**src/hw/rtl/fcc_pkg.sv**
```systemverilog
`timescale 1ns / 1ps
// ----------------------------------------------------------------------------
// fcc_pkg
// Shared types and constants of the FAT16 cluster chain reader: command and
// result codes, configuration register indexes and fixed FAT16 values.
// ----------------------------------------------------------------------------
package fcc_pkg;

  // input item commands
  typedef enum logic [1:0] {
    CMD_READ = 2'd0,
    CMD_FAT  = 2'd1,
    CMD_DIR  = 2'd2,
    CMD_ROOT = 2'd3
  } cmd_e;

  // result item kinds
  typedef enum logic [2:0] {
    KIND_DATA    = 3'd0,
    KIND_FAT     = 3'd1,
    KIND_END     = 3'd2,
    KIND_MATCH   = 3'd3,
    KIND_NOMATCH = 3'd4,
    KIND_REJECT  = 3'd5
  } kind_e;

  // configuration register indexes
  typedef enum logic [2:0] {
    CFG_FAT_START   = 3'd0,
    CFG_ROOT_START  = 3'd1,
    CFG_DATA_START  = 3'd2,
    CFG_SECT_PER_CL = 3'd3,
    CFG_TARGET_NAME = 3'd4,
    CFG_TARGET_EXT  = 3'd5
  } cfg_idx_e;

  localparam logic [15:0] FAT_END_OF_CHAIN = 16'hFFFF;
  localparam int          ATTR_DIR_BIT     = 4;
  localparam logic [7:0]  DOT_CHAR         = 8'h2E;
  localparam logic [31:0] SIZE_UNLIMITED   = 32'hFFFFFFFF;
  localparam logic [7:0]  SPC_RESET        = 8'd1;

endpackage

```
**src/hw/rtl/fat16_cluster_chain_reader.sv**
```systemverilog
`timescale 1ns / 1ps
// ----------------------------------------------------------------------------
// fat16_cluster_chain_reader
// Follows a byte position through a FAT16 cluster chain, turns read requests
// into clamped data reads or FAT lookups, and opens files by 8+3 name.
// ----------------------------------------------------------------------------
//  channel | direction | handshake                 | payload
//  --------+-----------+---------------------------+----------------------------
//  in      | in        | in_valid_i / in_stall_o   | cmd, req_bytes, fat_value,
//          |           |                           | entry_* fields
//  out     | out       | out_valid_o / out_stall_i | kind, address, length,
//          |           |                           | exhausted
//  cfg     | in        | cfg_we_i                  | cfg_index_i, cfg_wdata_i
//
//  one item per cycle while the output is not stalled; a result reaches the outputs
//  through the input register, then one pass of logic into the result register
//  the single cluster address multiply (cluster times cluster bytes) sets the path
//  a root start item updates the state and gives no result
//  reset clears the valid flags and file state and sets the configuration to its reset values
//  a stall on the output holds the result and backs up into in_stall_o
// ----------------------------------------------------------------------------
module fat16_cluster_chain_reader
  import fcc_pkg::*;
#(
  parameter int SECTOR_BYTES = 512
) (
  input  logic        clk_i,
  input  logic        rst_ni,
  // configuration
  input  logic        cfg_we_i,
  input  logic [2:0]  cfg_index_i,
  input  logic [63:0] cfg_wdata_i,
  // input items
  input  logic        in_valid_i,
  output logic        in_stall_o,
  input  logic [1:0]  cmd_i,
  input  logic [6:0]  req_bytes_i,
  input  logic [15:0] fat_value_i,
  input  logic [63:0] entry_name_i,
  input  logic [23:0] entry_ext_i,
  input  logic [7:0]  entry_attributes_i,
  input  logic [15:0] entry_cluster_i,
  input  logic [31:0] entry_size_i,
  // result items
  output logic        out_valid_o,
  input  logic        out_stall_i,
  output logic [2:0]  kind_o,
  output logic [31:0] address_o,
  output logic [6:0]  length_o,
  output logic        exhausted_o
);

  localparam int CbW   = 8 + $clog2(SECTOR_BYTES) + 1;
  localparam int ProdW = 16 + CbW;

  // configuration registers
  logic [31:0] fat_start_q, root_start_q, data_base_q;
  logic [7:0]  spc_q;
  logic [63:0] target_name_q;
  logic [23:0] target_ext_q;

  always_ff @(posedge clk_i or negedge rst_ni) begin
    if (!rst_ni) begin
      fat_start_q   <= '0;
      root_start_q  <= '0;
      data_base_q   <= '0;
      spc_q         <= SPC_RESET;
      target_name_q <= '0;
      target_ext_q  <= '0;
    end else if (cfg_we_i) begin
      case (cfg_idx_e'(cfg_index_i))
        CFG_FAT_START:   fat_start_q   <= cfg_wdata_i[31:0];
        CFG_ROOT_START:  root_start_q  <= cfg_wdata_i[31:0];
        CFG_DATA_START:  data_base_q   <= cfg_wdata_i[31:0];
        CFG_SECT_PER_CL: spc_q         <= cfg_wdata_i[7:0];
        CFG_TARGET_NAME: target_name_q <= cfg_wdata_i;
        CFG_TARGET_EXT:  target_ext_q  <= cfg_wdata_i[23:0];
        default: ;
      endcase
    end
  end

  // input register
  logic        s1_valid_q, s1_valid_d;
  cmd_e        s1_cmd_q;
  logic [6:0]  s1_req_q;
  logic [15:0] s1_fval_q;
  logic [63:0] s1_ename_q;
  logic [23:0] s1_eext_q;
  logic [7:0]  s1_eattr_q;
  logic [15:0] s1_ecl_q;
  logic [31:0] s1_esize_q;

  logic in_take;
  logic fire;
  logic res_valid;

  assign in_take    = in_valid_i && !in_stall_o;
  assign in_stall_o = s1_valid_q && !fire;

  // the stage moves on when the result register is free or no result is made
  assign fire = s1_valid_q && (!res_valid || !out_valid_o || !out_stall_i);

  assign s1_valid_d = in_take || (s1_valid_q && !fire);

  always_ff @(posedge clk_i or negedge rst_ni) begin
    if (!rst_ni) begin
      s1_valid_q <= 1'b0;
    end else begin
      s1_valid_q <= s1_valid_d;
    end
  end

  always_ff @(posedge clk_i) begin
    if (in_take) begin
      s1_cmd_q   <= cmd_e'(cmd_i);
      s1_req_q   <= req_bytes_i;
      s1_fval_q  <= fat_value_i;
      s1_ename_q <= entry_name_i;
      s1_eext_q  <= entry_ext_i;
      s1_eattr_q <= entry_attributes_i;
      s1_ecl_q   <= entry_cluster_i;
      s1_esize_q <= entry_size_i;
    end
  end

  // file state
  logic [31:0] pos_q, pos_d;
  logic [15:0] cc_q, cc_d;
  logic [31:0] file_rem_q, file_rem_d;
  logic [31:0] clus_rem_q, clus_rem_d;
  logic [6:0]  pending_q, pending_d;
  logic        awaiting_q, awaiting_d;

  // cluster size and cluster address: data region + cl * cb - 2 * cb
  logic [CbW-1:0]   cb;
  logic [31:0]      cb32;
  logic [15:0]      cl_sel;
  logic [ProdW-1:0] prod;
  logic [31:0]      caddr;

  assign cb     = CbW'(spc_q) * CbW'(SECTOR_BYTES);
  assign cb32   = 32'(cb);
  assign cl_sel = (s1_cmd_q == CMD_FAT) ? s1_fval_q : s1_ecl_q;
  assign prod   = ProdW'(cl_sel) * ProdW'(cb);
  assign caddr  = data_base_q + prod[31:0] - (cb32 << 1);

  // clamped data read, shared by read requests and returned FAT values
  logic [6:0]  rd_want, rd_n1, rd_n;
  logic [31:0] rd_base, rd_file, rd_clus;

  always_comb begin
    if (s1_cmd_q == CMD_FAT) begin
      rd_want = pending_q;
      rd_base = caddr;
      rd_file = file_rem_q;
      rd_clus = cb32;
    end else begin
      rd_want = s1_req_q;
      rd_base = pos_q;
      rd_file = file_rem_q;
      rd_clus = clus_rem_q;
    end
    rd_n1 = (32'(rd_want) > rd_file) ? rd_file[6:0] : rd_want;
    rd_n  = (32'(rd_n1) > rd_clus) ? rd_clus[6:0] : rd_n1;
  end

  // per command state update and result
  kind_e       res_kind;
  logic [31:0] res_addr;
  logic [6:0]  res_len;
  logic        res_exh;
  logic        name_match;
  logic        is_dir;

  assign name_match = (s1_ename_q == target_name_q) && (s1_eext_q == target_ext_q);
  assign is_dir     = (s1_ename_q[63:56] == DOT_CHAR) || s1_eattr_q[ATTR_DIR_BIT];

  always_comb begin
    pos_d      = pos_q;
    cc_d       = cc_q;
    file_rem_d = file_rem_q;
    clus_rem_d = clus_rem_q;
    pending_d  = pending_q;
    awaiting_d = awaiting_q;
    res_valid  = 1'b1;
    res_kind   = KIND_REJECT;
    res_addr   = '0;
    res_len    = '0;
    res_exh    = 1'b0;
    case (s1_cmd_q)
      CMD_READ: begin
        if (awaiting_q) begin
          res_kind = KIND_REJECT;
        end else if (file_rem_q == '0) begin
          res_kind = KIND_END;
        end else if (clus_rem_q == '0) begin
          res_kind   = KIND_FAT;
          res_addr   = fat_start_q + {15'd0, cc_q, 1'b0};
          awaiting_d = 1'b1;
          pending_d  = s1_req_q;
        end else begin
          res_kind   = KIND_DATA;
          res_addr   = rd_base;
          res_len    = rd_n;
          pos_d      = rd_base + 32'(rd_n);
          file_rem_d = rd_file - 32'(rd_n);
          clus_rem_d = rd_clus - 32'(rd_n);
        end
      end
      CMD_FAT: begin
        if (!awaiting_q) begin
          res_kind = KIND_REJECT;
        end else begin
          awaiting_d = 1'b0;
          cc_d       = s1_fval_q;
          clus_rem_d = cb32;
          pending_d  = '0;
          if (s1_fval_q == FAT_END_OF_CHAIN) begin
            file_rem_d = '0;
            res_kind   = KIND_END;
          end else begin
            res_kind   = KIND_DATA;
            res_addr   = rd_base;
            res_len    = rd_n;
            pos_d      = rd_base + 32'(rd_n);
            file_rem_d = rd_file - 32'(rd_n);
            clus_rem_d = rd_clus - 32'(rd_n);
          end
        end
      end
      CMD_DIR: begin
        if (name_match) begin
          cc_d       = s1_ecl_q;
          clus_rem_d = cb32;
          file_rem_d = is_dir ? SIZE_UNLIMITED : s1_esize_q;
          pos_d      = caddr;
          awaiting_d = 1'b0;
          pending_d  = '0;
          res_kind   = KIND_MATCH;
          res_addr   = caddr;
        end else begin
          res_kind = KIND_NOMATCH;
          res_exh  = (file_rem_q == '0);
        end
      end
      CMD_ROOT: begin
        res_valid  = 1'b0;
        pos_d      = root_start_q;
        file_rem_d = data_base_q - root_start_q;
        clus_rem_d = SIZE_UNLIMITED;
        cc_d       = '0;
        pending_d  = '0;
        awaiting_d = 1'b0;
      end
      default: begin
        res_valid = 1'b0;
      end
    endcase
  end

  always_ff @(posedge clk_i or negedge rst_ni) begin
    if (!rst_ni) begin
      pos_q      <= '0;
      cc_q       <= '0;
      file_rem_q <= '0;
      clus_rem_q <= '0;
      pending_q  <= '0;
      awaiting_q <= 1'b0;
    end else if (fire) begin
      pos_q      <= pos_d;
      cc_q       <= cc_d;
      file_rem_q <= file_rem_d;
      clus_rem_q <= clus_rem_d;
      pending_q  <= pending_d;
      awaiting_q <= awaiting_d;
    end
  end

  // result register
  logic        out_valid_q, out_valid_d;
  logic        res_load;
  kind_e       kind_q;
  logic [31:0] addr_q;
  logic [6:0]  len_q;
  logic        exh_q;

  assign res_load    = fire && res_valid;
  assign out_valid_d = res_load || (out_valid_q && out_stall_i);

  always_ff @(posedge clk_i or negedge rst_ni) begin
    if (!rst_ni) begin
      out_valid_q <= 1'b0;
    end else begin
      out_valid_q <= out_valid_d;
    end
  end

  always_ff @(posedge clk_i) begin
    if (res_load) begin
      kind_q <= res_kind;
      addr_q <= res_addr;
      len_q  <= res_len;
      exh_q  <= res_exh;
    end
  end

  assign out_valid_o = out_valid_q;
  assign kind_o      = kind_q;
  assign address_o   = addr_q;
  assign length_o    = len_q;
  assign exhausted_o = exh_q;

endmodule

```
**config.mk**
```make
export PLATFORM = sky130hd
export DESIGN_NAME = fat16_cluster_chain_reader
export DESIGN_NICKNAME = d
export VERILOG_FILES = /design/src/hw/rtl/fcc_pkg.sv /design/src/hw/rtl/fat16_cluster_chain_reader.sv
export SDC_FILE = /design/constraint.sdc
export NUM_CORES = 1
export LEC_CHECK = 0
export BUFFER_PORTS_ARGS = -buffer_cell sky130_fd_sc_hd__buf_2
export CAP_MARGIN = 20
export CORE_MARGIN = 2
export CORE_UTILIZATION = 43
export CTS_CLUSTER_DIAMETER = 30
export CTS_CLUSTER_SIZE = 10
export DETAILED_ROUTE_END_ITERATION = 10
export SKIP_LAST_GASP = 1
export SLEW_MARGIN = 20
export SYNTH_ARGS = -nofsm -noshare
export SYNTH_HDL_FRONTEND = slang
export SYNTH_SLANG_ARGS = --single-unit
```
**constraint.sdc**
```tcl
create_clock -name clk_i -period 13.5 [get_ports clk_i]
set_clock_uncertainty 0.05 [all_clocks]
set_input_delay 0.675 -clock clk_i [delete_from_list [all_inputs] [get_ports clk_i]]
set_output_delay 0.675 -clock clk_i [all_outputs]
set_load 0.02 [all_outputs]
```
* Yosys cells after proc, flatten, opt, wreduce, memory -nomap -nowiden
Index checks and enable logic that the tools add are counted.
Storage, ports and cells: bits of input ports 241, flip-flop bits (word level) 523, output and inout bits 45
Operators by class: reduce and logical (&&, ||, !) cells 33, muxes and demuxes 63, magnitude comparators 2, $add $sub $neg 7, eq/ne operators 19, multipliers 1, bitwise logic cells 1
Operator list (number):
- $mux W32 | 27
- $pmux W32 S4 | 3
- $pmux W32 S3 | 1
- $mux W7 | 13
- $eq A64 B64 Y1 | 1
- $gt A7 B32 Y1 | 2
- $logic_not A32 Y1 | 2
- $sub A32 B7 Y32 | 2
- $mux W16 | 3
- $pmux W16 S3 | 1
- $add A32 B17 Y32 | 1
- $add A32 B32 Y32 | 1
- $add A32 B7 Y32 | 1
- $sub A32 B18 Y32 | 1
- $sub A32 B32 Y32 | 1
- $pmux W7 S4 | 1
- $eq A24 B24 Y1 | 1
- $mul A16 B8 Y23 | 1
- $eq A16 B16 Y1 const B | 1
- $ne A2 B2 Y1 const B | 7
- $pmux W7 S2 | 1
- $reduce_and A2 Y1 | 7
- $reduce_and A6 Y1 | 2
- $mux W3 | 3
- other kinds (20) | 42

* Logic depth before layout (Yosys ltp)
depth in word-level cells 11, mapped depth 47, gate-level depth less buffers 41

* Worst setup path before layout
OpenSTA, ideal clock, no wires.
path kind register to register, start point register s1_cmd_q[0], end point register pos_q[31], path buffers 7, data required time 13.346 ns, cell stages (with the launch flop) 40, clock period less this slack 8.551 ns, setup time 0.104 ns, arrival time 8.397 ns, slack 4.949 ns, cells stage by stage edfxtp_1 -> buf_2 -> nand2b_1 -> buf_2 -> buf_2 -> buf_6 -> buf_6 -> clkbuf_1 -> mux2i_1 -> nand2b_1 -> fa_1 -> fa_1 -> inv_1 -> fa_1 -> inv_1 -> fa_1 -> inv_1 -> ha_1 -> [4 not listed] -> a211oi_1 -> o21bai_1 -> a21oi_1 -> xor2_1 -> ha_1 -> inv_1 -> ha_1 -> clkbuf_1 -> nand3_1 -> nor3_1 -> a21oi_2 -> xor2_1 -> o21ai_1 -> and4bb_2 -> nand4_4 -> nand3b_1 -> xnor2_1 -> a221oi_1
Between the ends: cells in the longest elaborated chain, start to end 11
RTL lines:
- from (decl) | line fat16_cluster_chain_reader.sv:85 | cmd_e s1_cmd_q;
- from (signal assigned) | line fat16_cluster_chain_reader.sv:116 | s1_cmd_q <= cmd_e'(cmd_i);
- $eq A2 B1 Y1 | line fat16_cluster_chain_reader.sv:144, fat16_cluster_chain_reader.sv:153, fat16_cluster_chain_reader.sv:191
- $mux W16 / $mux W7 (equally long branches) | line fat16_cluster_chain_reader.sv:144, fat16_cluster_chain_reader.sv:153
- $mul A16 B8 Y23 / $gt A7 B32 Y1 (equally long branches) | line fat16_cluster_chain_reader.sv:145, fat16_cluster_chain_reader.sv:164
- $add A32 B32 Y32 / $mux W7 (equally long branches) | line fat16_cluster_chain_reader.sv:146, fat16_cluster_chain_reader.sv:164
- $sub A32 B18 Y32 / $gt A7 B32 Y1 (equally long branches) | line fat16_cluster_chain_reader.sv:146, fat16_cluster_chain_reader.sv:165
- $mux W32 / $mux W7 (equally long branches) | line fat16_cluster_chain_reader.sv:153, fat16_cluster_chain_reader.sv:165
- $add A32 B7 Y32 | line fat16_cluster_chain_reader.sv:206, fat16_cluster_chain_reader.sv:226
- $mux W32 | line fat16_cluster_chain_reader.sv:197 | end else if (clus_rem_q == '0) begin
- $mux W32 | line fat16_cluster_chain_reader.sv:195 | end else if (file_rem_q == '0) begin
- $mux W32 | line fat16_cluster_chain_reader.sv:193 | if (awaiting_q) begin
- $pmux W32 S4 | line fat16_cluster_chain_reader.sv:191 | case (s1_cmd_q)
- to (signal assigned) | line fat16_cluster_chain_reader.sv:271 | pos_q <= pos_d;
- to (decl) | line fat16_cluster_chain_reader.sv:128 | logic [31:0] pos_q, pos_d;
Several ways; a longest one is shown, not always the timed one. The select of a mux whose other input is x is not followed. A chain may end at the register's enable or synchronous reset.

* Worst setup path after layout
start point register s1_cmd_q[1], end point register pos_q[24]
Same word-level chain as after synthesis.

==> flow_metrics.tcl <==
set metrics [dict create \
    drc_errors 0 \
    drtIter0Drc 2627 \
    rows 102 \
    yosys.area.top_type "dfrtp_1" \
    grt_usage_pct 26.79 \
    die_h_um 283.7 \
    clock_path_buffers 3 \
    ys_top_cells_by_area "dfrtp_1 23%, edfxtp_1 18%, ha_1 6.2%" \
    nNetsFinal 4202 \
    syn-cell-area_um2 33650 \
    crit_path_max_incr_delay_ns 0.79 \
    crit_arrival_ns 10.24 \
    timing.rr.start "s1_cmd_q[1]" \
    wl_um 108800 \
    place_hpwl_um 79610 \
    portBuffers 278 \
    violations "hold timing" \
    r2r-end "pos_q[24]" \
    initial_core_util_pct 43.44 \
    post-route-min-period_ns 9.713 \
    ys_seq_elements 519 \
    htreeDepth 3 \
    synth.top_cell.area_share_pct 23.28 \
    rsz0062_at_grt "false" \
    dieWidth_um 283.7 \
    fin_util_pct 52.04 \
    synth_cell_types 103 \
    crit_path_end_kind "register" \
    ff2ff_path_depth 38 \
    coreArea_um2 77470 \
    setup_viol 0 \
    cts_num_sinks 519 \
    first_pass_iters 6 \
    status "finished with violations" \
    fmax_mhz 103.0 \
    syn2layout_area_growth_pct 19.81 \
    cts.repair.resized 0 \
    max_cap_viol_count 0 \
    n_fill_cell 7132 \
    die_area_um2 80510 \
    setup_tns_ns 0 \
    antenna_found_initial 9 \
    cts_buffers 117 \
    hold_buffers 0 \
    synthFlopType "dfrtp_1" \
    hold_viol 20 \
    hold_path.class "in2async" \
    root_buffer "clkbuf_16" \
    relSlewSlack_pct 21.34 \
    grt_pass1_wl_um 164400 \
    crit_path_start_kind "register" \
    vias 27310 \
    synthArstFlopShare_pct 60.50 \
    whs_ns -0.07261 \
    first_global_vias 26920 \
    final_antenna_net_count 0 \
    ioPinCount 286 \
    grt_max_degree 147 \
    synthCells 3409 \
    layout-drive-gt1-share_pct 19.10 \
    gp_congestion 0.9345 \
    syn_nets 3914 \
    synth_edf_count 205 \
    overflow 0 \
    worst_pin_slew_ns 1.180 \
    fin_crit_sh_pct 71.95 \
    yosys_warnings 0 \
    synth_common_cells "366 x nand2_1, 313 x dfrtp_1, 274 x nor2_1, 268 x o21ai_0, 255 x inv_1" \
    required_ns 14.03 \
    cts_tree "yes" \
    syn_area_per_cell_um2 9.871 \
    drv_slew 0 \
    clock_latency_ns 0.72 \
    post_cts.repair.setup_buffers 0 \
    yosysMostFrequentCell "nand2_1" \
    via_per_inst 5.632 \
    drt-wirelength-per-cell_um 22.45 \
    path_common_cell "nand2_1" \
    path_class "reg2reg" \
    cp_max_fo 106 \
    r2r_slack_ns 3.79 \
    clkTransAtPathRegs_ns 0.05 \
    cp_slowest_cell "nor3_1" \
    yosysSeqAreaShare_pct 41.65 \
]
-- worst max path at each step --
| stage | from | endpoint | cells past startpoint |
|---|---|---|---|
| floorplan | s1_cmd_q[0] | pos_q[31] | 39 |
| global placement | s1_cmd_q[1] | pos_q[24] | 38 |
| detailed placement | s1_cmd_q[1] | pos_q[24] | 38 |
| CTS | s1_cmd_q[1] | pos_q[24] | 38 |
| global route | s1_cmd_q[1] | pos_q[24] | 43 |
| finish | s1_cmd_q[1] | pos_q[24] | 38 |
-- area by class of cell --
cell class                      instances  area, um^2  area share (%)
Multi-Input combinational cell       2486       18090           44.87
Inverter                              256       960.9           2.383
Sequential cell                       519       14010           34.76
Clock buffer                          146        3179           7.886
Clock inverter                         78        1035           2.567
Timing Repair Buffer                  317        1719           4.264
Tap cell                             1040        1301           3.228
Antenna cell                            6       15.01         0.03724
-- registers in the layout, summed over array words and instances (netlist names), 2 cells and up --
signal         cells
s1_esize_q        32
clus_rem_q        32
s1_eext_q         24
fat_start_q       32
target_ext_q      24
s1_ename_q        64
pending_q          7
root_start_q      32
pos_q             32
file_rem_q        32
data_base_q       32
cc_q              16
s1_fval_q         16
s1_cmd_q           2
length_o           7
kind_o             3
s1_ecl_q          16
spc_q              8
target_name_q     64
address_o         32
s1_req_q           7
-- placed cells by master, fill, tap and decap left out, types with 17 or more instances in the layout --
cell type,count
o22ai_1,20
xnor2_1,141
buf_4,37
nor2b_1,31
nand2_1,365
nor3_1,63
nor2_1,273
edfxtp_1,205
a21o_1,35
nand4_1,38
a31oi_1,26
o21a_1,20
nor4_1,22
a22oi_1,22
mux2i_1,48
clkbuf_16,119
mux2_2,148
o21ai_0,267
a211oi_1,23
fa_1,96
or3_1,17
xor2_1,82
ha_1,168
buf_2,277
o21bai_1,18
o211ai_1,31
nand3_1,46
inv_1,254
dfrtp_1,313
o221ai_1,32
a21oi_1,186
clkbuf_1,17
and2_1,20
nand2b_1,30
-- worst max-delay path: cells and delay by family (launching register included) --
| kind | cells | cell delay (ns) |
|---|---|---|
| AND/OR/NAND/NOR | 18 | 4.33 |
| AO/OA/AOI/OAI | 11 | 2.16 |
| adder cells (fa/ha/maj) | 4 | 1.24 |
| buffers and inverters | 3 | 0.94 |
| multiplexers | 1 | 0.41 |
| flip-flops | 1 | 0.32 |
| XOR/XNOR | 1 | 0.15 |
-- metrics by stage --
stage | setup slack, ns | hold WS, ns | instance area (um^2) | std cells
6_report | 3.787 | -0.07261 | 40320 | 4848
5_1_grt | 3.129 | 0.01705 | 40310 | 4847
4_1_cts | 3.944 | 0.01229 | 40300 | 4842
3_5_place_dp | 3.967 | 0.4238 | 36090 | 4618
3_3_place_gp | 4.020 | 0.4139 | 36090 | 4618
2_1_floorplan | 4.949 | 0.3294 | 33650 | 3409
-- cells by family after synthesis --
| group | count (synthesis) | synth area share (%) |
|---|---|---|
| compound gates | 812 | 15.39 |
| xor+xnor | 224 | 5.853 |
| fa+ha+maj | 264 | 11.96 |
| buf+inv | 404 | 4.923 |
| flops | 519 | 41.65 |
| mux | 196 | 6.381 |
| simple gates | 990 | 13.84 |
-- per-layer routing --
| metal | share of wire [%] | GRT usage [%] |
|---|---|---|
| met5 | 0.012 | 0 |
| met2 | 45 | 41.47 |
| met3 | 7.2 | 5.072 |
| met1 | 44 | 37.18 |
| met4 | 3.9 | 10.38 |
Power is not shown: default switching activity piles up to over one toggle a cycle in this logic, so the estimate is an artifact.
